### config.mk
export PLATFORM = sky130hd
export DESIGN_NAME = thermostat_hysteresis_controller_core
export DESIGN_NICKNAME = d
export VERILOG_FILES = /design/src/hw/rtl/thc_pkg.sv /design/src/hw/rtl/thermostat_hysteresis_controller_core.sv /design/src/hw/rtl/thc_cfg_regs.sv /design/src/hw/rtl/thc_front.sv /design/src/hw/rtl/thc_queue.sv /design/src/hw/rtl/thc_back.sv
export VERILOG_INCLUDE_DIRS = /design/src /design/src/hw/rtl
export SDC_FILE = /design/constraint.sdc
export NUM_CORES = 1
export LEC_CHECK = 0
export BUFFER_PORTS_ARGS = -buffer_cell sky130_fd_sc_hd__buf_2
export CAP_MARGIN = 20
export CORE_UTILIZATION = 35
export CTS_CLUSTER_SIZE = 25
export DETAILED_ROUTE_END_ITERATION = 16
export HOLD_SLACK_MARGIN = 0.02
export MAX_ROUTING_LAYER = met4
export PLACE_DENSITY_LB_ADDON = 0.25
export SLEW_MARGIN = 30
export SYNTH_ARGS = -nofsm -noshare
export SYNTH_HDL_FRONTEND = slang
export SYNTH_HIERARCHICAL = 1
export SYNTH_SLANG_ARGS = --single-unit
### constraint.sdc
create_clock -name i_clk -period 13.21 [get_ports i_clk]
set_input_delay 1.321 -clock i_clk [delete_from_list [all_inputs] [get_ports i_clk]]
set_output_delay 1.321 -clock i_clk [all_outputs]
set_load 0.005 [all_outputs]
### src/hw/rtl/thermostat_hysteresis_controller_core_assert.svh
// ----------------------------------------------------------------------------
// Thermostat controller assertion macros
// Shared concurrent assertion forms used by the thermostat controller RTL.
// ----------------------------------------------------------------------------
`ifndef THERMOSTAT_HYSTERESIS_CONTROLLER_CORE_ASSERT_SVH
`define THERMOSTAT_HYSTERESIS_CONTROLLER_CORE_ASSERT_SVH

// Consequent must hold in the same cycle as the antecedent.
`define THC_ASSERT_SAME(lbl, clk, rst_n, ante, cons, msg) \
    lbl: assert property (@(posedge clk) disable iff (!(rst_n)) (ante) |-> (cons)) \
        else $error(msg);

// Consequent must hold in the cycle after the antecedent.
`define THC_ASSERT_NEXT(lbl, clk, rst_n, ante, cons, msg) \
    lbl: assert property (@(posedge clk) disable iff (!(rst_n)) (ante) |=> (cons)) \
        else $error(msg);

`endif

### src/hw/rtl/thc_pkg.sv
// ----------------------------------------------------------------------------
// Thermostat controller package
// Shared widths, codes, register records and decimal helper functions.
// ----------------------------------------------------------------------------
`timescale 1ns / 1ps

package thc_pkg;

    localparam int SAMPLE_BITS    = 12;
    localparam int Q10_BITS       = SAMPLE_BITS - 3;
    localparam int Q100_BITS      = SAMPLE_BITS - 6;
    localparam int CMP_BITS       = ((SAMPLE_BITS > 9) ? SAMPLE_BITS : 9) + 1;
    localparam int KIND_BITS      = 3;
    localparam int CFG_INDEX_BITS = 3;
    localparam int CFG_DATA_BITS  = 8;
    localparam int DIGIT_BITS     = 4;

    localparam int QUEUE_PTR_BITS   = 1;
    localparam int QUEUE_DEPTH      = 2 ** QUEUE_PTR_BITS;
    localparam int QUEUE_COUNT_BITS = QUEUE_PTR_BITS + 1;

    localparam logic [DIGIT_BITS-1:0] CODE_F     = 4'd10;
    localparam logic [DIGIT_BITS-1:0] CODE_BLANK = 4'd11;

    localparam logic [2:0] IND_OFF   = 3'b000;
    localparam logic [2:0] IND_HEAT  = 3'b001;
    localparam logic [2:0] IND_COOL  = 3'b010;
    localparam logic [2:0] IND_READY = 3'b100;

    localparam logic [1:0] SCAN_PHASE_IDLE  = 2'd0;
    localparam logic [1:0] SCAN_PHASE_FIRST = 2'd1;
    localparam logic [1:0] SCAN_PHASE_LAST  = 2'd3;

    localparam logic [7:0] RST_SETPOINT_MAX    = 8'd60;
    localparam logic [7:0] RST_SETPOINT_MIN    = 8'd35;
    localparam logic [7:0] RST_SETPOINT_STEP   = 8'd5;
    localparam logic [7:0] RST_BAND_HALF_WIDTH = 8'd5;
    localparam logic [7:0] RST_TIMEOUT_RELOAD  = 8'd20;
    localparam logic [7:0] RST_SETPOINT        = 8'd60;

    typedef enum logic [KIND_BITS-1:0] {
        KIND_SAMPLE = 3'd0,
        KIND_POWER  = 3'd1,
        KIND_UP     = 3'd2,
        KIND_DOWN   = 3'd3,
        KIND_TICK   = 3'd4,
        KIND_SCAN   = 3'd5
    } t_kind;

    typedef enum logic [2:0] {
        CMD_NONE,
        CMD_SAMPLE,
        CMD_POWER,
        CMD_UP,
        CMD_DOWN,
        CMD_TICK,
        CMD_SCAN
    } t_cmd;

    typedef enum logic [CFG_INDEX_BITS-1:0] {
        CFG_SETPOINT_MAX    = 3'd0,
        CFG_SETPOINT_MIN    = 3'd1,
        CFG_SETPOINT_STEP   = 3'd2,
        CFG_BAND_HALF_WIDTH = 3'd3,
        CFG_TIMEOUT_RELOAD  = 3'd4
    } t_cfg_index;

    typedef struct packed {
        logic [7:0] setpoint_max;
        logic [7:0] setpoint_min;
        logic [7:0] setpoint_step;
        logic [7:0] band_half_width;
        logic [7:0] timeout_reload;
    } t_cfg;

    typedef struct packed {
        t_cmd                  cmd;
        logic [SAMPLE_BITS-1:0] sample;
        logic [DIGIT_BITS-1:0]  dig_mid;
        logic [DIGIT_BITS-1:0]  dig_low;
        logic [Q100_BITS-1:0]   q100;
    } t_entry;

    // Exact quotient by ten for any 16-bit value.
    function automatic logic [12:0] f_div10(input logic [15:0] x);
        logic [31:0] prod;
        prod = 32'(x) * 32'd52429;
        return prod[31:19];
    endfunction

    // Remainder by ten, given the quotient already found.
    function automatic logic [DIGIT_BITS-1:0] f_rem10(input logic [15:0] x,
                                                      input logic [12:0] q);
        logic [15:0] r;
        r = x - ({q, 3'b000} + 16'({q, 1'b0}));
        return r[DIGIT_BITS-1:0];
    endfunction

endpackage

### src/hw/rtl/thermostat_hysteresis_controller_core.sv
// ----------------------------------------------------------------------------
// Thermostat hysteresis controller core
// Path: a taken event passes front stages s1 and s2, the queue and the back
// end's result register. Throughput: one event per cycle while i_ready holds,
// set by the two-stage front end, two-entry queue and state-updating back end.
// Reset: synchronous, active low; control and state registers reset, data not.
// ----------------------------------------------------------------------------
`timescale 1ns / 1ps

module thermostat_hysteresis_controller_core import thc_pkg::*; (
    input  logic                      i_clk,
    input  logic                      i_rst_n,
    input  logic                      i_valid,
    output logic                      o_ready,
    input  logic [KIND_BITS-1:0]      i_kind,
    input  logic [SAMPLE_BITS-1:0]    i_sample,
    output logic                      o_valid,
    input  logic                      i_ready,
    output logic                      o_heat_on,
    output logic                      o_cool_on,
    output logic                      o_ready_on,
    output logic                      o_powered,
    output logic                      o_adjusting,
    output logic [7:0]                o_current_setpoint,
    output logic [DIGIT_BITS-1:0]     o_digit_high,
    output logic [DIGIT_BITS-1:0]     o_digit_mid,
    output logic [DIGIT_BITS-1:0]     o_digit_low,
    output logic                      o_scan_valid,
    output logic [1:0]                o_scan_position,
    input  logic                      i_cfg_valid,
    output logic                      o_cfg_ready,
    input  logic [CFG_INDEX_BITS-1:0] i_cfg_index,
    input  logic [CFG_DATA_BITS-1:0]  i_cfg_data
);

    t_cfg   cfg;
    logic   front_valid;
    logic   front_ready;
    t_entry front_entry;
    logic   queue_valid;
    logic   queue_ready;
    t_entry queue_entry;

    thc_cfg_regs u_cfg_regs (
        .i_clk       (i_clk),
        .i_rst_n     (i_rst_n),
        .i_cfg_valid (i_cfg_valid),
        .o_cfg_ready (o_cfg_ready),
        .i_cfg_index (i_cfg_index),
        .i_cfg_data  (i_cfg_data),
        .o_cfg       (cfg)
    );

    thc_front u_front (
        .i_clk    (i_clk),
        .i_rst_n  (i_rst_n),
        .i_valid  (i_valid),
        .o_ready  (o_ready),
        .i_kind   (i_kind),
        .i_sample (i_sample),
        .o_valid  (front_valid),
        .i_ready  (front_ready),
        .o_entry  (front_entry)
    );

    thc_queue u_queue (
        .i_clk   (i_clk),
        .i_rst_n (i_rst_n),
        .i_valid (front_valid),
        .o_ready (front_ready),
        .i_entry (front_entry),
        .o_valid (queue_valid),
        .i_ready (queue_ready),
        .o_entry (queue_entry)
    );

    thc_back u_back (
        .i_clk              (i_clk),
        .i_rst_n            (i_rst_n),
        .i_valid            (queue_valid),
        .o_ready            (queue_ready),
        .i_entry            (queue_entry),
        .i_cfg              (cfg),
        .o_valid            (o_valid),
        .i_ready            (i_ready),
        .o_heat_on          (o_heat_on),
        .o_cool_on          (o_cool_on),
        .o_ready_on         (o_ready_on),
        .o_powered          (o_powered),
        .o_adjusting        (o_adjusting),
        .o_current_setpoint (o_current_setpoint),
        .o_digit_high       (o_digit_high),
        .o_digit_mid        (o_digit_mid),
        .o_digit_low        (o_digit_low),
        .o_scan_valid       (o_scan_valid),
        .o_scan_position    (o_scan_position)
    );

endmodule

### src/hw/rtl/thc_cfg_regs.sv
// ----------------------------------------------------------------------------
// Thermostat controller configuration registers
// Holds the setpoint limits, step, band and timeout reload written by the host.
// ----------------------------------------------------------------------------
`timescale 1ns / 1ps

module thc_cfg_regs import thc_pkg::*; (
    input  logic                      i_clk,
    input  logic                      i_rst_n,
    input  logic                      i_cfg_valid,
    output logic                      o_cfg_ready,
    input  logic [CFG_INDEX_BITS-1:0] i_cfg_index,
    input  logic [CFG_DATA_BITS-1:0]  i_cfg_data,
    output t_cfg                      o_cfg
);

    t_cfg r_cfg;

    assign o_cfg_ready = 1'b1;
    assign o_cfg       = r_cfg;

    always_ff @(posedge i_clk) begin
        if (!i_rst_n) begin
            r_cfg.setpoint_max    <= RST_SETPOINT_MAX;
            r_cfg.setpoint_min    <= RST_SETPOINT_MIN;
            r_cfg.setpoint_step   <= RST_SETPOINT_STEP;
            r_cfg.band_half_width <= RST_BAND_HALF_WIDTH;
            r_cfg.timeout_reload  <= RST_TIMEOUT_RELOAD;
        end else if (i_cfg_valid) begin
            case (t_cfg_index'(i_cfg_index))
                CFG_SETPOINT_MAX:    r_cfg.setpoint_max    <= i_cfg_data;
                CFG_SETPOINT_MIN:    r_cfg.setpoint_min    <= i_cfg_data;
                CFG_SETPOINT_STEP:   r_cfg.setpoint_step   <= i_cfg_data;
                CFG_BAND_HALF_WIDTH: r_cfg.band_half_width <= i_cfg_data;
                CFG_TIMEOUT_RELOAD:  r_cfg.timeout_reload  <= i_cfg_data;
                default: begin
                end
            endcase
        end
    end

endmodule

### src/hw/rtl/thc_front.sv
// ----------------------------------------------------------------------------
// Thermostat controller front end
// Accepts event beats, classifies them and splits samples into low and mid decimal digits and the quotient by 100.
// ----------------------------------------------------------------------------
`timescale 1ns / 1ps

module thc_front import thc_pkg::*; (
    input  logic                   i_clk,
    input  logic                   i_rst_n,
    input  logic                   i_valid,
    output logic                   o_ready,
    input  logic [KIND_BITS-1:0]   i_kind,
    input  logic [SAMPLE_BITS-1:0] i_sample,
    output logic                   o_valid,
    input  logic                   i_ready,
    output t_entry                 o_entry
);

    logic                   r_s1_valid;
    t_cmd                   r_s1_cmd;
    logic [SAMPLE_BITS-1:0] r_s1_sample;
    logic [Q10_BITS-1:0]    r_s1_q10;
    logic                   r_s2_valid;
    t_entry                 r_s2_entry;

    t_cmd        cmd;
    logic [12:0] q10_full;
    logic [12:0] q100_full;
    logic        adv2;
    t_entry      n_entry;

    always_comb begin
        case (t_kind'(i_kind))
            KIND_SAMPLE: cmd = CMD_SAMPLE;
            KIND_POWER:  cmd = CMD_POWER;
            KIND_UP:     cmd = CMD_UP;
            KIND_DOWN:   cmd = CMD_DOWN;
            KIND_TICK:   cmd = CMD_TICK;
            KIND_SCAN:   cmd = CMD_SCAN;
            default:     cmd = CMD_NONE;
        endcase
    end

    assign q10_full  = f_div10(16'(i_sample));
    assign q100_full = f_div10(16'(r_s1_q10));

    always_comb begin
        n_entry.cmd     = r_s1_cmd;
        n_entry.sample  = r_s1_sample;
        n_entry.dig_low = f_rem10(16'(r_s1_sample), 13'(r_s1_q10));
        n_entry.dig_mid = f_rem10(16'(r_s1_q10), q100_full);
        n_entry.q100    = q100_full[Q100_BITS-1:0];
    end

    assign adv2    = !r_s2_valid || i_ready;
    assign o_ready = !r_s1_valid || adv2;
    assign o_valid = r_s2_valid;
    assign o_entry = r_s2_entry;

    always_ff @(posedge i_clk) begin
        if (!i_rst_n) begin
            r_s1_valid <= 1'b0;
            r_s2_valid <= 1'b0;
        end else begin
            if (o_ready) begin
                r_s1_valid <= i_valid;
            end
            if (adv2) begin
                r_s2_valid <= r_s1_valid;
            end
        end
    end

    always_ff @(posedge i_clk) begin
        if (o_ready) begin
            r_s1_cmd    <= cmd;
            r_s1_sample <= i_sample;
            r_s1_q10    <= q10_full[Q10_BITS-1:0];
        end
        if (adv2) begin
            r_s2_entry <= n_entry;
        end
    end

endmodule

### src/hw/rtl/thc_queue.sv
// ----------------------------------------------------------------------------
// Thermostat controller event queue
// Two-entry queue that decouples the front end from the back end.
// ----------------------------------------------------------------------------
`timescale 1ns / 1ps

module thc_queue import thc_pkg::*; (
    input  logic   i_clk,
    input  logic   i_rst_n,
    input  logic   i_valid,
    output logic   o_ready,
    input  t_entry i_entry,
    output logic   o_valid,
    input  logic   i_ready,
    output t_entry o_entry
);

    t_entry                      r_mem [QUEUE_DEPTH];
    logic [QUEUE_PTR_BITS-1:0]   r_wr_ptr;
    logic [QUEUE_PTR_BITS-1:0]   r_rd_ptr;
    logic [QUEUE_COUNT_BITS-1:0] r_count;

    logic push;
    logic pop;

    assign o_ready = (r_count != QUEUE_COUNT_BITS'(QUEUE_DEPTH));
    assign o_valid = (r_count != '0);
    assign o_entry = r_mem[r_rd_ptr];
    assign push    = i_valid && o_ready;
    assign pop     = o_valid && i_ready;

    always_ff @(posedge i_clk) begin
        if (!i_rst_n) begin
            r_wr_ptr <= '0;
            r_rd_ptr <= '0;
            r_count  <= '0;
        end else begin
            if (push) begin
                r_wr_ptr <= r_wr_ptr + 1'b1;
            end
            if (pop) begin
                r_rd_ptr <= r_rd_ptr + 1'b1;
            end
            if (push && !pop) begin
                r_count <= r_count + 1'b1;
            end else if (pop && !push) begin
                r_count <= r_count - 1'b1;
            end
        end
    end

    always_ff @(posedge i_clk) begin
        if (push) begin
            r_mem[r_wr_ptr] <= i_entry;
        end
    end

endmodule

### src/hw/rtl/thc_back.sv
// ----------------------------------------------------------------------------
// Thermostat controller back end
// Applies each event to the controller state and holds the result beat.
// ----------------------------------------------------------------------------
`timescale 1ns / 1ps

`include "thermostat_hysteresis_controller_core_assert.svh"

module thc_back import thc_pkg::*; (
    input  logic                  i_clk,
    input  logic                  i_rst_n,
    input  logic                  i_valid,
    output logic                  o_ready,
    input  t_entry                i_entry,
    input  t_cfg                  i_cfg,
    output logic                  o_valid,
    input  logic                  i_ready,
    output logic                  o_heat_on,
    output logic                  o_cool_on,
    output logic                  o_ready_on,
    output logic                  o_powered,
    output logic                  o_adjusting,
    output logic [7:0]            o_current_setpoint,
    output logic [DIGIT_BITS-1:0] o_digit_high,
    output logic [DIGIT_BITS-1:0] o_digit_mid,
    output logic [DIGIT_BITS-1:0] o_digit_low,
    output logic                  o_scan_valid,
    output logic [1:0]            o_scan_position
);

    logic                  r_power;
    logic                  r_adjust;
    logic [7:0]            r_setpoint;
    logic [7:0]            r_timeout;
    logic                  r_latch;
    logic [2:0]            r_ind;
    logic [1:0]            r_phase;
    logic [DIGIT_BITS-1:0] r_sdig_high;
    logic [DIGIT_BITS-1:0] r_sdig_mid;
    logic [DIGIT_BITS-1:0] r_sdig_low;

    logic                  r_out_valid;
    logic [2:0]            r_out_ind;
    logic                  r_out_powered;
    logic                  r_out_adjusting;
    logic [7:0]            r_out_setpoint;
    logic [DIGIT_BITS-1:0] r_out_sdig_high;
    logic [DIGIT_BITS-1:0] r_out_sdig_mid;
    logic [DIGIT_BITS-1:0] r_out_sdig_low;
    logic                  r_out_scan_valid;
    logic [1:0]            r_out_scan_pos;

    logic                  n_power;
    logic                  n_adjust;
    logic [7:0]            n_setpoint;
    logic [7:0]            n_timeout;
    logic                  n_latch;
    logic [2:0]            n_ind;
    logic [1:0]            n_phase;
    logic [DIGIT_BITS-1:0] n_sdig_high;
    logic [DIGIT_BITS-1:0] n_sdig_mid;
    logic [DIGIT_BITS-1:0] n_sdig_low;
    logic                  n_scan_valid;
    logic [1:0]            n_scan_pos;

    logic                  pop;
    logic [12:0]           q1000_full;
    logic [DIGIT_BITS-1:0] hund;
    logic [CMP_BITS-1:0]   t_ext;
    logic [CMP_BITS-1:0]   sp_ext;
    logic [CMP_BITS-1:0]   band_ext;
    logic                  is_heat;
    logic                  is_cool;
    logic                  is_equal;
    logic [8:0]            up_sum;
    logic [8:0]            down_diff;
    logic [7:0]            up_sp;
    logic [7:0]            down_sp;
    logic [12:0]           sp_tens_raw;
    logic [4:0]            sp_tens5;
    logic [4:0]            sp_tens_dig;
    logic [DIGIT_BITS-1:0] sp_ones;

    assign o_ready = !r_out_valid || i_ready;
    assign pop     = i_valid && o_ready;

    assign q1000_full = f_div10(16'(i_entry.q100));
    assign hund       = f_rem10(16'(i_entry.q100), q1000_full);

    assign t_ext    = CMP_BITS'(i_entry.sample);
    assign sp_ext   = CMP_BITS'(r_setpoint);
    assign band_ext = CMP_BITS'(i_cfg.band_half_width);
    assign is_heat  = (t_ext + band_ext) <= sp_ext;
    assign is_cool  = t_ext >= (sp_ext + band_ext);
    assign is_equal = (t_ext == sp_ext);

    always_comb begin
        up_sum    = {1'b0, r_setpoint} + {1'b0, i_cfg.setpoint_step};
        down_diff = {1'b0, r_setpoint} - {1'b0, i_cfg.setpoint_step};
        up_sp     = r_setpoint;
        down_sp   = r_setpoint;
        if (r_setpoint < i_cfg.setpoint_max) begin
            up_sp = (up_sum > {1'b0, i_cfg.setpoint_max}) ? i_cfg.setpoint_max
                                                           : up_sum[7:0];
        end
        if (r_setpoint > i_cfg.setpoint_min) begin
            down_sp = (down_diff[8] || (down_diff[7:0] < i_cfg.setpoint_min))
                      ? i_cfg.setpoint_min : down_diff[7:0];
        end
    end

    always_comb begin
        n_power      = r_power;
        n_adjust     = r_adjust;
        n_setpoint   = r_setpoint;
        n_timeout    = r_timeout;
        n_latch      = r_latch;
        n_ind        = r_ind;
        n_phase      = r_phase;
        n_sdig_high  = r_sdig_high;
        n_sdig_mid   = r_sdig_mid;
        n_sdig_low   = r_sdig_low;
        n_scan_valid = 1'b0;
        n_scan_pos   = '0;
        case (i_entry.cmd)
            CMD_SAMPLE: begin
                n_sdig_high = hund;
                n_sdig_mid  = i_entry.dig_mid;
                n_sdig_low  = i_entry.dig_low;
                if (r_power && !r_adjust) begin
                    if (is_heat) begin
                        n_ind   = IND_HEAT;
                        n_latch = 1'b1;
                    end else if (is_cool) begin
                        n_ind   = IND_COOL;
                        n_latch = 1'b1;
                    end else if (!r_latch) begin
                        n_ind = IND_READY;
                    end else if (is_equal) begin
                        n_latch = 1'b0;
                        n_ind   = IND_READY;
                    end
                end
            end
            CMD_POWER: begin
                if (r_power) begin
                    n_power = 1'b0;
                    n_ind   = IND_OFF;
                end else begin
                    n_power = 1'b1;
                end
            end
            CMD_UP, CMD_DOWN: begin
                if (r_adjust) begin
                    n_setpoint = (i_entry.cmd == CMD_UP) ? up_sp : down_sp;
                end else begin
                    n_adjust = 1'b1;
                end
                n_timeout = i_cfg.timeout_reload;
                if (i_cfg.timeout_reload == '0) begin
                    n_adjust = 1'b0;
                end
            end
            CMD_TICK: begin
                if (r_timeout != '0) begin
                    n_timeout = r_timeout - 8'd1;
                end
                if (r_timeout <= 8'd1) begin
                    n_adjust = 1'b0;
                end
            end
            CMD_SCAN: begin
                if (r_power) begin
                    if (r_phase != SCAN_PHASE_IDLE) begin
                        n_scan_valid = 1'b1;
                        n_scan_pos   = r_phase - SCAN_PHASE_FIRST;
                    end
                    n_phase = (r_phase == SCAN_PHASE_LAST) ? SCAN_PHASE_FIRST
                                                           : r_phase + 2'd1;
                end
            end
            default: begin
            end
        endcase
    end

    always_ff @(posedge i_clk) begin
        if (!i_rst_n) begin
            r_power     <= 1'b0;
            r_adjust    <= 1'b0;
            r_setpoint  <= RST_SETPOINT;
            r_timeout   <= '0;
            r_latch     <= 1'b0;
            r_ind       <= IND_OFF;
            r_phase     <= SCAN_PHASE_IDLE;
            r_sdig_high <= '0;
            r_sdig_mid  <= '0;
            r_sdig_low  <= '0;
            r_out_valid <= 1'b0;
        end else begin
            if (pop) begin
                r_power     <= n_power;
                r_adjust    <= n_adjust;
                r_setpoint  <= n_setpoint;
                r_timeout   <= n_timeout;
                r_latch     <= n_latch;
                r_ind       <= n_ind;
                r_phase     <= n_phase;
                r_sdig_high <= n_sdig_high;
                r_sdig_mid  <= n_sdig_mid;
                r_sdig_low  <= n_sdig_low;
                r_out_valid <= 1'b1;
            end else if (i_ready) begin
                r_out_valid <= 1'b0;
            end
        end
    end

    always_ff @(posedge i_clk) begin
        if (pop) begin
            r_out_ind        <= n_ind;
            r_out_powered    <= n_power;
            r_out_adjusting  <= n_adjust;
            r_out_setpoint   <= n_setpoint;
            r_out_sdig_high  <= n_sdig_high;
            r_out_sdig_mid   <= n_sdig_mid;
            r_out_sdig_low   <= n_sdig_low;
            r_out_scan_valid <= n_scan_valid;
            r_out_scan_pos   <= n_scan_pos;
        end
    end

    assign sp_tens_raw = f_div10(16'(r_out_setpoint));
    assign sp_ones     = f_rem10(16'(r_out_setpoint), sp_tens_raw);
    assign sp_tens5    = sp_tens_raw[4:0];

    always_comb begin
        if (sp_tens5 >= 5'd20) begin
            sp_tens_dig = sp_tens5 - 5'd20;
        end else if (sp_tens5 >= 5'd10) begin
            sp_tens_dig = sp_tens5 - 5'd10;
        end else begin
            sp_tens_dig = sp_tens5;
        end
    end

    always_comb begin
        if (!r_out_powered) begin
            o_digit_high = CODE_BLANK;
            o_digit_mid  = CODE_BLANK;
            o_digit_low  = CODE_BLANK;
        end else if (r_out_adjusting) begin
            o_digit_high = CODE_F;
            o_digit_mid  = sp_tens_dig[DIGIT_BITS-1:0];
            o_digit_low  = sp_ones;
        end else begin
            o_digit_high = r_out_sdig_high;
            o_digit_mid  = r_out_sdig_mid;
            o_digit_low  = r_out_sdig_low;
        end
    end

    assign o_valid            = r_out_valid;
    assign o_heat_on          = r_out_ind[0];
    assign o_cool_on          = r_out_ind[1];
    assign o_ready_on         = r_out_ind[2];
    assign o_powered          = r_out_powered;
    assign o_adjusting        = r_out_adjusting;
    assign o_current_setpoint = r_out_setpoint;
    assign o_scan_valid       = r_out_scan_valid;
    assign o_scan_position    = r_out_scan_pos;

    `THC_ASSERT_SAME(a_dark_when_off, i_clk, i_rst_n, !r_power, r_ind == IND_OFF, "indicator lit while off")
    `THC_ASSERT_SAME(a_single_ind, i_clk, i_rst_n, 1'b1, $onehot0(r_ind), "several indicators lit")
    `THC_ASSERT_SAME(a_adjust_timed, i_clk, i_rst_n, r_adjust, r_timeout != '0, "adjust mode without timeout")
    `THC_ASSERT_NEXT(a_scan_moves, i_clk, i_rst_n, pop && (i_entry.cmd == CMD_SCAN) && r_power, r_out_valid && (r_phase != SCAN_PHASE_IDLE), "scan phase did not advance")

endmodule
Word level (Yosys, flattened, before mapping)

Memory sizes are Yosys's and may differ from the RTL's. A register that Yosys moved wholly into a read port is not among the register bits.
Cells that the tools add are included.

Flip-flop bits (word level): 164
RAM bits: 58
Output and inout port bits: 31
Memories: 1

Memories:

| memory        | words | bits a word | rd ports | clocked after Yosys merged registers in | wr ports | line            | RTL |
|---|---|---|---|---|---|---|---|
| u_queue.r_mem | 2     | 29          | 1        | 1                                       | 1        | thc_queue.sv:18 | `t_entry r_mem [QUEUE_DEPTH];` |

Add/subtract/negate cells: 21
Multiply operators: 4
Order comparisons: 9
Equality and inequality tests: 19
Multiplexer cells: 47
Reductions and logical operators: 35

Operator list:

| kind                                                 | count |
|---|---|
| two-way mux 8 bit                                    | 8 |
| two-way mux 4 bit                                    | 11 |
| multiplier 12 x 16 -> 28 bit (second input constant) | 1 |
| multiplier 9 x 16 -> 25 bit (second input constant)  | 1 |
| multiplier 8 x 16 -> 24 bit (second input constant)  | 1 |
| multiplier 6 x 16 -> 22 bit (second input constant)  | 1 |
| adder 8 x 8 -> 9 bit                                 | 2 |
| == test 3 x 2 -> 1 bit (second input constant)       | 6 |
| == test 3 bit (second input constant)                | 6 |
| two-way mux 3 bit                                    | 6 |
| one-hot mux 3 bit (6 select lines)                   | 1 |
| adder 4 bit                                          | 4 |
| less-than comparator 8 bit                           | 2 |
| one-hot mux 8 bit (2 select lines)                   | 1 |
| subtractor 4 bit                                     | 4 |
| two-way mux 1 bit                                    | 15 |
| adder 12 x 8 -> 13 bit                               | 1 |
| greater-or-equal comparator 12 x 13 -> 1 bit         | 1 |
| <= comparator 13 x 8 -> 1 bit                        | 1 |
| == test 12 x 8 -> 1 bit                              | 1 |
| AND reduction 2 bit                                  | 6 |
| AND reduction 3 bit                                  | 4 |
| nonzero test 2 bit                                   | 5 |
| == test 3 x 1 -> 1 bit (second input constant)       | 3 |
| 25 further kinds                                     | 43 |

Logic depth before layout (Yosys ltp)

Gate-level depths: netlist (run 1).

Word-level depth: 8
Gate-level depth with buffers: 25

Cells and area by module

Netlist (run 1), hierarchy kept.

Modules (own cells, without submodules):

| module       | times used | cells an instance | area each (um^2) |
|---|---|---|---|
| thc_back     | 1          | 996               | 8,381.8 |
| thc_front    | 1          | 571               | 6,258.5 |
| thc_queue    | 1          | 114               | 2,331.0 |
| thc_cfg_regs | 1          | 156               | 1,601.5 |

Least setup slack after synthesis (run 1)

OpenSTA, ideal clock, no wires.

Path type: register -> output
Start: reg u_back.r_out_setpoint[3] (netlist: u_back/o_current_setpoint[3])
End: out o_digit_mid[2]
Data arrival time: 4.645 ns
Required time: 11.889 ns
Path slack: 7.244 ns
Stages on the path, launching flop included: 21
Buffers on the path: 0
Cell sequence: edfxtp_1 > ha_1 > ha_1 > or2_2 > fa_1 > inv_1 > fa_1 > inv_1 > ha_1 > o21ai_0 > o21bai_1 > nand2_1 > nand4_2 > a21oi_2 > xor2_2 > inv_1 > ha_1 > a31oi_2 > nor3b_1 > o22a_1 > o221a_1

Word-level cells in the longest chain between the ends: 6
Elaborated cells between the ends (all ways): 9
Those cells by class: add/sub (2); mul (1); order compare (2); mux (4)

Ends and longest elaborated chain:

| what                                                                                  | line                                        | RTL |
|---|---|---|
| from (decl)                                                                           | thc_back.sv:46                              | `logic [7:0] r_out_setpoint;` |
| from (signal assigned)                                                                | thc_back.sv:224                             | `r_out_setpoint <= n_setpoint;` |
| multiplier 8 x 16 -> 24 bit *                                                         | thc_pkg.sv:87                               | `prod = 32'(x) * 32'd52429;` |
| subtractor 4 bit / greater-or-equal comparator 5 x 4 -> 1 bit (equally long branches) | thc_back.sv:241, thc_back.sv:240            |  |
| two-way mux 4 bit                                                                     | thc_back.sv:240                             | `end else if (sp_tens5 >= 5'd10) begin` |
| two-way mux 4 bit *                                                                   | thc_back.sv:238                             | `if (sp_tens5 >= 5'd20) begin` |
| two-way mux 4 bit *                                                                   | thc_back.sv:252                             | `end else if (r_out_adjusting) begin` |
| two-way mux 4 bit *                                                                   | thc_back.sv:248                             | `if (!r_out_powered) begin` |
| to (decl)                                                                             | thermostat_hysteresis_controller_core.sv:26 | `output logic [DIGIT_BITS-1:0] o_digit_mid,` |

Mark *: on every way between the ends. The rest lies on a longest branch, timed or not.

Final worst setup path (run 1)

Ends and elaborated chain as after synthesis.

==> results by group, run 1 <==
Run status
  • Outcome: finished, final reports clean

Worst setup path
  • Critical R2R Launch: u_front/r_s1_q10[3]
  • Worst endpoint data arrival time: 5.83 ns
  • Slowest cell on the critical path: fa_1
  • Req. time, crit path: 11.89 ns
  • Setup CP Type: reg2out
  • Reg2reg end: u_front/o_entry[13]
  • Max FO, Critical Path: 8
  • Worst R2R Setup Slack: 7.22 ns
  • CP Launch Type: flip-flop
  • Largest stage delay, worst path: 0.64 ns
  • Crit path buffers/inverters: 4
  • Critical path's top delay family: adder cells
  • CP Capture Type: output port
  • Worst-case reg-to-reg path depth: 20
  • Cell mode on critical path: ha_1
  • Crit-path cells: ha_1 > ha_1 > or2_2 > fa_1 > inv_1 > fa_1 > inv_1 > ha_1 > o21ai_0 > o21bai_1 > nand2_1 > nand4_2 > a21oi_2 > xor2_2 > inv_1 > ha_1 > a31oi_2 > nor3b_1 > o22a_1 > o221a_1 > buf_2
  • Beginning of the critical path: u_back/o_current_setpoint[3]

Detailed routing
  • Via count: 12,894
  • Antenna-violating nets left: 0
  • Metal2 WL: 20,910 microns
  • Vias per inst: 4.946
  • Final wirelength: 42,420 microns
  • Met1 wire length: 19,400 microns
  • DR WL met3: 1439 microns
  • # DRC: 0
  • Drt wl/cell: 16.27 microns
  • Uppermost routed layer: met4
  • Iteration-0 DRC count of the detailed router: 737
  • DRT Pass-1 Iters: 7

Floorplanning
  • Cell Rows: 84
  • Area of the core: 52,450 sq um
  • I/O Pins: 62
  • Die Wd: 232.4 microns
  • Vert. Die Dim: 232.4 microns
  • Die ar.: 53,990 sq um
  • Initial Utilization: 0.3541

Global routing
  • Largest net degree at the start of global routing: 70
  • First-pass GRT wire length: 69,410 microns
  • Grt ovf: 0
  • Gr usage total: 0.1661
  • Initial antenna violation count: 1
  • Number of global-route vias before repair: 13,272

Flow run
  • Max-cap violations: 0

Timing
  • Slew Viols, Final: 0
  • Final setup vio count: 0
  • Slew margin rel.: 0.3782
  • Max Clk Rate: 139.9 MHz
  • Crit path time final: 7.149 ns
  • Slew @ Worst Pin: 0.9293 ns
  • Final TNS setup: 0 ns
  • Worst Skew: 0.02032 ns
  • RSZ-0062 raised after global routing: no
  • Tcrit/Tclk final: 0.5412
  • Final Hold Vio Count: 0

Clock tree
  • Clk sinks: 223
  • Number of buffers created by CTS: 27
  • CTS tree: done
  • Post-CTS setup buffers: 0
  • CTS H-tree depth: 1
  • Clock-pin slew on the worst setup and hold paths: 0.06 ns
  • Post_cts resized: 0
  • Post-CTS Hold Buffers: 0
  • Clk root buf: clkbuf_16
  • Clock Latency Late Sink: 0.56 ns
  • Clock tree buffer depth: 3

Hold path
  • Hold depth: 0
  • Hold Crit Class: reg2reg
  • Hold Startpoint: u_front/r_s1_sample[6]
  • Hold Path End: u_front/o_entry[20]

Placement
  • Placed insts: 2,557
  • Post-DP HPWL: 33,910 microns
  • Gpl congestion: 0.8560
  • Port Buffers: 60

Synthesis
  • Post-synth top flop: edfxtp_1
  • YS warnings: 6
  • Register area share after synthesis: 0.3153
  • Post-synth net total: 2,264
  • Mapped Avg Cell Area: 10.11 sq um
  • Share of async-settable or async-resettable flops after synthesis: 0
  • Synth unique cells: 95
  • Largest cells by area after synthesis: edfxtp_1 22%, ha_1 21%, fa_1 9.8%
  • Flops & latches, synth: 223
  • Area leader, netlist: edfxtp_1
  • Synth Instances: 1,837
  • Post-synth EDFFs: 139
  • Share of the synthesized area in the top cell type: 0.2247
  • Synthesized area: 18,570 sq um

Finish
  • Layout area overhead: 10.62%
  • Layout cells sized above 1: 0.09640
  • Final #Nets: 2,325
  • Finished Layout Cells: 2,607
  • Diode count: 0
  • Multi-input logic area: 11,480 sq um
  • Most frequent cells in the layout: 305 x ha_1, 288 x inv_1, 139 x edfxtp_1, 136 x nand2_1, 91 x fa_1
  • Most common cell after layout, fill and taps aside: ha_1
  • Sequential cell area: 5856 sq um
  • # fillers: 5,149
## cell type report
cell class,instances,share of cell area
timing repair buffer,70,0.01827
sequential,223,0.2850
clock buffer,32,0.03477
clock inverter,18,0.008526
multi-input combinational,1287,0.5587
tap,688,0.04190
inverter,289,0.05280
## routing by layer
| metal | GRT usage | vias up |
|---|---|---|
| met5 | - | - |
| met4 | 0.03433 | 0 |
| met3 | 0.02173 | 46 |
| met2 | 0.2851 | 192 |
| met1 | 0.2075 | 6161 |
| li1 | - | 6495 |
## sequential cells by signal, summed over array words and instances, names as in the netlist, 8 cells and up, named ones only
name and flops:
u_back/o_current_setpoint 8, u_back/r_setpoint 8, u_back/r_timeout 8, u_cfg_regs/o_cfg 40, u_front/o_entry 29, u_front/r_s1_q10 9
u_front/r_s1_sample 12, u_queue/r_mem 58
## through the flow
step / instance area (sq um) / hold WS, ns / util / worst slack, ns
floorplan: 18570 / 0.4003 / - / 7.244
global placement: 19650 / 0.4031 / 0.3746 / 6.780
detailed placement: 19650 / 0.4045 / 0.3747 / 6.659
CTS: 20540 / 0.4193 / 0.3917 / 6.008
global route: 20540 / 0.4246 / 0.3917 / 5.668
finish: 20540 / 0.4189 / 0.3917 / 6.061
## how the worst max path moves through the flow
| stage | end | slack [ns] | cells after the start |
|---|---|---|---|
| finish | o_digit_mid[2] | 6.06 | 21 |
| global route | o_digit_mid[2] | 5.67 | 21 |
| CTS | o_digit_mid[2] | 6.01 | 21 |
| detailed placement | o_digit_mid[2] | 6.66 | 21 |
| global placement | o_digit_mid[2] | 6.78 | 21 |
| floorplan | o_digit_mid[2] | 7.24 | 20 |
## cells in the mapped netlist, types with 4 or more instances
cell type  number
ha_1          305
inv_1         289
edfxtp_1      139
nand2_1       136
fa_1           91
nor2_1         86
a21oi_1        84
dfxtp_1        84
xnor2_1        51
o21ai_0        48
mux2i_1        46
nor2b_1        42
mux2_2         33
a21o_1         27
clkbuf_1       27
nor3_1         27
xor2_1         27
a211oi_1       25
nand3_1        19
o21a_1         17
and2_1         14
o21bai_1       14
nand2b_1       13
and3_1         12
nand4_1        12
nor4_1          8
o211ai_1        8
o21ai_1         8
o22ai_1         8
or3_1           7
buf_2           6
or2_2           6
a21boi_0        5
a31oi_1         5
nor3b_1         5
o221ai_1        5
o31ai_1         5
a211o_1         4
a221oi_1        4
nand3b_1        4
nand4b_1        4
nor4bb_1        4
## logic make-up after synthesis
group,synth area share
compound gates,0.1139
xor+xnor,0.04029
fa+ha+maj,0.3042
buf+inv,0.06750
flops,0.3153
mux,0.04541
other cells,0.0002019
simple gates,0.1133
## worst register-to-register path, stage by stage (launching register included)
cell and delay [ns]:
edfxtp_1 0.54, ha_1 0.40, fa_1 0.56, inv_1 0.11, fa_1 0.52, inv_1 0.05
fa_1 0.44, ha_1 0.23, a211oi_1 0.23, o21ai_0 0.17, a211oi_1 0.47, a21o_1 0.24
nor2b_1 0.17, xnor2_1 0.10, ha_1 0.32, nand2_1 0.13, nand3b_1 0.15, inv_1 0.05
a221o_1 0.34, a211oi_1 0.35, xnor2_1 0.17
Power of run 1 is left out: the tool's default activity adds up to more than one toggle a clock period on the data nets, which glitch-free logic cannot reach.
==> run 2: changes to the inputs <==
Settings changed: ABC_AREA set to 1.
Clock period 13.21 ns to 6.36 ns, I/O delays scaled along.
==> run 2 against run 1 <==
Compared with the run above: die area grew 7.0%; utilization grew 0.18 points; clock skew grew 0.0044 ns; cell area grew 7.8%; sequential cell count is the same; via count grew 21%; count of clock-buffer cells in the layout grew 2; wire length grew 15%; critical path depth grew 1; synthesized cell count grew 31%; highest routed layer unchanged; hold slack lost 0.10 ns; setup slack lost 5.6 ns.
==> results by group, run 2 <==
Run status
  • Outcome: finished, final reports clean (unchanged)

Clock tree
  • Clk sinks: 223 (unchanged)
  • Clk root buf: clkbuf_16 (unchanged)
  • Clock tree buffer depth: 3 (unchanged)
  • CTS H-tree depth: 1 (unchanged)
  • Clock-pin slew on the worst setup and hold paths: 0.06 ns (about the same)
  • Post-CTS Hold Buffers: 0 (unchanged)
  • Clock Latency Late Sink: 0.56 ns (about the same)
  • CTS tree: done (unchanged)
  • Number of buffers created by CTS: 28 (was 27)

Worst setup path
  • Worst R2R Setup Slack: 1.45 ns (was 7.22 ns)
  • CP Capture Type: output port (unchanged)
  • Critical path's top delay family: adder cells (unchanged)
  • CP Launch Type: flip-flop (unchanged)
  • Worst-case reg-to-reg path depth: 25 (was 20)
  • Setup CP Type: reg2out (unchanged)
  • Worst endpoint data arrival time: 5.30 ns (was 5.83 ns)
  • Cell mode on critical path: nand2_1 (was ha_1)
  • Largest stage delay, worst path: 0.56 ns (was 0.64 ns)
  • Crit-path cells: ha_1 > ha_1 > or2_2 > fa_1 > inv_1 > fa_1 > inv_1 > ha_1 > a21oi_1 > o21a_1 > nand2_1 > nand2_1 > nand3_1 > nand2_1 > inv_1 > ha_1 > nand2_1 > nand2_1 > xor2_1 > xor2_1 > a21oi_1 > buf_2 (was ha_1 > ha_1 > or2_2 > fa_1 > inv_1 > fa_1 > inv_1 > ha_1 > o21ai_0 > o21bai_1 > nand2_1 > nand4_2 > a21oi_2 > xor2_2 > inv_1 > ha_1 > a31oi_2 > nor3b_1 > o22a_1 > o221a_1 > buf_2)
  • Reg2reg end: u_back/r_out_sdig_high[3] (was u_front/o_entry[13])
  • Req. time, crit path: 5.72 ns (was 11.89 ns)
  • Slowest cell on the critical path: fa_1 (unchanged)
  • Max FO, Critical Path: 5 (was 8)
  • Crit path buffers/inverters: 4 (unchanged)

Timing
  • Final setup vio count: 0 (unchanged)
  • Fin worst setup slack: 0.4256 ns (was 6.061 ns)
  • Tcrit/Tclk final: 0.9331
  • Max Clk Rate: 168.5 MHz
  • Crit path time final: 5.934 ns
  • Worst Skew: 0.02476 ns (was 0.02032 ns)
  • Slew margin rel.: 0.4822 (was 0.3782)
  • Slew Viols, Final: 0 (unchanged)
  • RSZ-0062 raised after global routing: no (unchanged)
  • Final Hold Vio Count: 0 (unchanged)
  • Final TNS setup: 0 ns (unchanged)
  • Slew @ Worst Pin: 0.7748 ns (was 0.9293 ns)

Synthesis
  • Synthesized area: 19,890 sq um (was 18,570 sq um)
  • Mapped Avg Cell Area: 8.289 sq um (was 10.11 sq um)
  • Register area share after synthesis: 0.2943 (was 0.3153)
  • Commonest cells post-synth: 462 x inv_1, 457 x nand2_1, 305 x ha_1 (was 305 x ha_1, 289 x inv_1, 139 x edfxtp_1)
  • Synth unique cells: 59 (was 95)
  • Area leader, netlist: edfxtp_1 (unchanged)
  • Count leader, synth: inv_1 (was ha_1)
  • Flops & latches, synth: 223 (unchanged)
  • Post-synth net total: 2,827 (was 2,264)
  • Post-synth top flop: edfxtp_1 (unchanged)
  • Share of the synthesized area in the top cell type: 0.2098 (was 0.2247)
  • YS warnings: 6 (unchanged)
  • Share of async-settable or async-resettable flops after synthesis: 0 (unchanged)
  • Post-synth EDFFs: 139 (unchanged)
  • Largest cells by area after synthesis: edfxtp_1 21%, ha_1 19%, fa_1 9.2% (was edfxtp_1 22%, ha_1 21%, fa_1 9.8%)
  • Synth Instances: 2,400 (was 1,837)

Detailed routing
  • Final wirelength: 48,650 microns (was 42,420 microns)
  • Antenna-violating nets left: 0 (unchanged)
  • Drt wl/cell: 14.95 microns (was 16.27 microns)
  • Vias per inst: 4.788 (was 4.946)
  • Via count: 15,586 (was 12,894)
  • Iteration-0 DRC count of the detailed router: 819 (was 737)
  • DRT Pass-1 Iters: 7 (unchanged)
  • # DRC: 0 (unchanged)

Placement
  • Setup WS pre-CTS: 0.9581 ns (was 6.659 ns)
  • Post-DP HPWL: 39,910 microns (was 33,910 microns)
  • Port Buffers: 60 (unchanged)
  • Gpl congestion: 0.8790 (was 0.8560)

Flow run
  • Max-cap violations: 0 (unchanged)

Global routing
  • Grt ovf: 0 (unchanged)
  • First-pass GRT wire length: 79,250 microns (was 69,410 microns)
  • Number of global-route vias before repair: 15,561 (was 13,272)
  • Initial antenna violation count: 0 (was 1)
  • Gr usage total: 0.1763 (was 0.1661)
  • Largest net degree at the start of global routing: 53 (was 70)

Floorplanning
  • Die Wd: 240.4 microns (was 232.4 microns)
  • Initial Utilization: 0.3535 (was 0.3541)
  • I/O Pins: 62 (unchanged)
  • Cell Rows: 87 (was 84)
  • Area of the core: 56,280 sq um (was 52,450 sq um)
  • Die ar.: 57,800 sq um (was 53,990 sq um)
  • Vert. Die Dim: 240.4 microns (was 232.4 microns)

Finish
  • Top reg by flops: u_queue/r_mem (unchanged)
  • Diode count: 0 (unchanged)
  • Layout cells sized above 1: 0.09164 (was 0.09640)
  • Most common cell after layout, fill and taps aside: inv_1 (was ha_1)
  • Final #Nets: 2,904 (was 2,325)
  • Max reg flops: 58 (unchanged)
  • Layout area overhead: 11.34% (was 10.62%)
  • Most frequent cells in the layout: 462 x inv_1, 456 x nand2_1, 304 x ha_1, 162 x nor2_1, 158 x a21oi_1 (was 305 x ha_1, 288 x inv_1, 139 x edfxtp_1, 136 x nand2_1, 91 x fa_1)

Hold path
  • Hold Path End: u_front/r_s1_sample[5] (was u_front/o_entry[20])
  • Hold Crit Class: in2reg (was reg2reg)
  • Hold depth: 1 (was 0)
  • Hold Startpoint: i_sample[5] (was u_front/r_s1_sample[6])
## run 2: kinds of logic (layout without fill, tap and decap cells)
| family | after synthesis | count (layout) | synth area share |
|---|---|---|---|
| compound gates | 310 | 310 | 0.08717 |
| fa+ha+maj | 396 | 396 | 0.2834 |
| other cells | 1 | 1 | 0.0001885 |
| flops | 223 | 223 | 0.2943 |
| buf+inv | 509 | 608 | 0.09855 |
| simple gates | 875 | 875 | 0.1930 |
| xor+xnor | 57 | 57 | 0.02509 |
| mux | 29 | 29 | 0.01830 |
## run 2: final cells by class
class / instances / area [sq um]
Sequential cell: 223 / 5856
Multi-Input combinational cell: 1668 / 12100
Clock buffer: 34 / 740.7
Inverter: 480 / 1802
Timing Repair Buffer: 76 / 422.9
Clock inverter: 18 / 281.5
Tap cell: 756 / 945.9
Fill cell: 5734 / 34130
## run 2: worst max path at each step
stage	from	to	slack (ns)	cells past startpoint
2_1_floorplan	u_back/o_current_setpoint[3]	o_digit_low[3]	1.46	21
3_3_place_gp	u_back/o_current_setpoint[3]	o_digit_low[3]	0.98	22
3_5_place_dp	u_back/o_current_setpoint[3]	o_digit_low[3]	0.96	22
4_1_cts	u_back/o_current_setpoint[3]	o_digit_low[3]	0.32	22
5_1_grt	u_back/o_current_setpoint[5]	o_digit_mid[3]	0.002	31
6_report	u_back/o_current_setpoint[4]	o_digit_low[3]	0.43	22
## run 2: worst register-to-register path, cell delays in order (launching register included)
cell     delay, ns
dfxtp_1       0.63
buf_4         0.28
mux2_4        0.36
ha_1          0.36
inv_1         0.08
fa_1          0.50
inv_1         0.05
ha_1          0.28
ha_1          0.34
nand2_1       0.08
inv_1         0.04
o21ai_0       0.23
nand4_1       0.14
nand2_1       0.12
nand2_1       0.08
nand2_1       0.08
nand2_1       0.05
nor2_1        0.08
nor2_1        0.05
ha_1          0.31
nand2_1       0.10
nand3_1       0.09
nand2_1       0.09
nand3_1       0.08
nand3_1       0.13
nand2_1       0.06
## run 2: timing repair
action	4_1_cts	5_1_grt
setup endpoints to repair	0	4
buffers inserted	0	5
resized for setup	0	3
## run 2: per-layer routing
metal  up-vias  global-route usage  routed length [microns]
li1       7989                   -                        -
met1      7301              0.2172                    21960
met2       235              0.3121                    24300
met3        61             0.01550                     1487
met4         0             0.03841                      899
met5         -                   -                        0
## run 2: per-stage QoR
stage               instance area (sq um)  hold WS [ns]  instances  utilization
finish                              22150        0.3147       3255       0.3936
global route                        22150        0.2961       3255       0.3936
CTS                                 22090        0.2873       3250       0.3925
detailed placement                  21070        0.4045       3198       0.3744
global placement                    21070        0.4064       3198       0.3744
floorplan                           19890        0.4003       2400            -
Power of run 2 is left out for the same reason.
==> run 3: changes to the inputs <==
Settings changed: PLACE_DENSITY_LB_ADDON 0.25 to not set.
==> run 3 against run 2 <==
Compared with the run above: hold slack improved by 0.0065 ns; clock skew shrank 0.014 ns; critical endpoint is now o_digit_mid[3]; sequential share of layout area is 0.19 points higher; first-iteration DRC count is 3.4% higher.
==> results by group, run 3 (synthesized netlist as in run 2, its figures left out) <==
Placement
  • Placed inst area: 21,080 sq um (was 21,070 sq um)
  • Post-DP HPWL: 39,070 microns (was 39,910 microns)
  • Port Buffers: 60 (unchanged)
  • Setup WS pre-CTS: 0.8828 ns (was 0.9581 ns)
  • Gpl congestion: 0.9337 (was 0.8790)

Detailed routing
  • Vias per inst: 4.815 (was 4.788)
  • Antenna-violating nets left: 0 (unchanged)
  • DRT Pass-1 Iters: 5 (was 7)
  • Via count: 15,663 (was 15,586)
  • Drt wl/cell: 14.72 microns (was 14.95 microns)
  • # DRC: 0 (unchanged)
  • Final wirelength: 47,900 microns (was 48,650 microns)
  • Iteration-0 DRC count of the detailed router: 847 (was 819)

Global routing
  • First-pass GRT wire length: 78,630 microns (was 79,250 microns)
  • Gr usage total: 0.1738 (was 0.1763)
  • Initial antenna violation count: 1 (was 0)
  • Grt ovf: 0 (unchanged)
  • Largest net degree at the start of global routing: 53 (unchanged)
  • Number of global-route vias before repair: 15,823 (was 15,561)

Finish
  • Final #Nets: 2,903 (was 2,904)
  • Layout area overhead: 10.53% (was 11.34%)
  • Most frequent cells in the layout: 461 x inv_1, 457 x nand2_1, 304 x ha_1, 162 x nor2_1, 159 x a21oi_1 (was 462 x inv_1, 456 x nand2_1, 304 x ha_1, 162 x nor2_1, 158 x a21oi_1)
  • Layout cells sized above 1: 0.09095 (was 0.09164)
  • Most common cell after layout, fill and taps aside: inv_1 (unchanged)
  • Max reg flops: 58 (unchanged)
  • Top reg by flops: u_queue/r_mem (unchanged)
  • # fillers: 5,723 (was 5,734)
  • Design area: 21,990 sq um (was 22,150 sq um)

Clock tree
  • Clock tree buffer depth: 3 (unchanged)
  • Clk root buf: clkbuf_16 (unchanged)
  • Number of buffers created by CTS: 26 (was 28)
  • Clk sinks: 223 (unchanged)
  • Clock Latency Late Sink: 0.55 ns (was 0.56 ns)
  • CTS tree: done (unchanged)
  • CTS H-tree depth: 1 (unchanged)
  • Clock-pin slew on the worst setup and hold paths: 0.07 ns (was 0.06 ns)
  • Post-CTS Hold Buffers: 0 (unchanged)

Worst setup path
  • Critical path's top delay family: adder cells (unchanged)
  • Levels on crit path: 26 (was 22)
  • CP Capture Type: output port (unchanged)
  • Critical R2R Launch: u_front/r_s1_q10[3]
  • Req. time, crit path: 5.72 ns (about the same)
  • Worst endpoint data arrival time: 5.38 ns (was 5.30 ns)
  • Crit path buffers/inverters: 6 (was 4)
  • Setup CP Type: reg2out (unchanged)
  • Worst-case reg-to-reg path depth: 19 (was 25)
  • CP Launch Type: flip-flop (unchanged)
  • Beginning of the critical path: u_back/o_current_setpoint[4] (unchanged)
  • Largest stage delay, worst path: 0.57 ns (was 0.56 ns)
  • Slowest cell on the critical path: fa_1 (unchanged)
  • Max FO, Critical Path: 6 (was 5)

Timing
  • Worst Skew: 0.01056 ns (was 0.02476 ns)
  • Max Clk Rate: 166.3 MHz (was 168.5 MHz)
  • Final setup vio count: 0 (unchanged)
  • Slew Viols, Final: 0 (unchanged)
  • Fin worst setup slack: 0.3461 ns (was 0.4256 ns)
  • Tcrit/Tclk final: 0.9456 (was 0.9331)
  • Slew margin rel.: 0.4913 (was 0.4822)
  • Final Hold Slack: 0.3212 ns (was 0.3147 ns)
  • Crit path time final: 6.014 ns (was 5.934 ns)
  • Final Hold Vio Count: 0 (unchanged)
  • Final TNS setup: 0 ns (unchanged)
  • Slew @ Worst Pin: 0.7602 ns (was 0.7748 ns)
  • RSZ-0062 raised after global routing: no (unchanged)

Floorplanning
  • Area of the core: 56,280 sq um (unchanged)
  • Die ar.: 57,800 sq um (unchanged)
  • I/O Pins: 62 (unchanged)
  • Die Wd: 240.4 microns (unchanged)
  • Cell Rows: 87 (unchanged)
  • Vert. Die Dim: 240.4 microns (unchanged)
  • Initial Utilization: 0.3535 (unchanged)

Flow run
  • Max-cap violations: 0 (unchanged)

Hold path
  • Hold Startpoint: i_cfg_data[3] (was i_sample[5])
  • Hold Crit Class: in2reg (unchanged)
  • Hold depth: 3 (was 1)

Run status
  • Outcome: finished, final reports clean (unchanged)
## run 3: cell count changes in the layout (fill, tap and decap cells not counted), sizes merged
cell / before / now
clkinv: 8 / 9
clkbuf: 34 / 29
inv: 483 / 482
diode: 0 / 1
buf: 76 / 77
bufinv: 6 / 3
clkinvlp: 1 / 5
## run 3: layer usage
layer  global-route usage  wire length [microns]
met1               0.2078                  21290
met4              0.04767                   1043
met3              0.01711                   1505
met2               0.3092                  24060
met5                    -                      0
## run 3: area by class of cell
| type | count | area [sq um] | share of cell area |
|---|---|---|---|
| Clock inverter | 19 | 197.7 | 0.008991 |
| Multi-Input combinational cell | 1668 | 12100 | 0.5501 |
| Timing Repair Buffer | 77 | 427.9 | 0.01946 |
| Inverter | 480 | 1802 | 0.08194 |
| Clock buffer | 29 | 661.9 | 0.03010 |
| Tap cell | 756 | 945.9 | 0.04302 |
| Antenna cell | 1 | 2.502 | 0.0001138 |
| Sequential cell | 223 | 5856 | 0.2663 |
## run 3: final timing paths
path,slack (ns),end
setup / recovery,0.35,o_digit_mid[3]
hold / removal,0.32,u_cfg_regs/o_cfg[35]
setup reg to reg,1.28,u_front/o_entry[13]
hold reg to reg,0.42,u_front/o_entry[26]
## run 3: timing repair
| action | in CTS | in global routing |
|---|---|---|
| gates resized for setup | 0 | 1 |
| buffers inserted | 0 | 5 |
| endpoints found under the setup margin | 0 | 4 |
## run 3: worst reg2reg max path: cells and delay by family (launching register included)
family,cells,cell delay (ns)
buf+inv,2,0.14
simple gates,7,0.70
xor+xnor,2,0.58
flops,1,0.54
fa+ha+maj,6,2.47
compound gates,2,0.39
## run 3: through the flow
stage / utilization / std cells
after CTS: 0.3898 / 3247
after detailed placement: 0.3745 / 3199
after global placement: 0.3745 / 3199
final: 0.3907 / 3253
after global routing: 0.3907 / 3253
after floorplan: - / 2400
Power of run 3 is left out for the same reason.
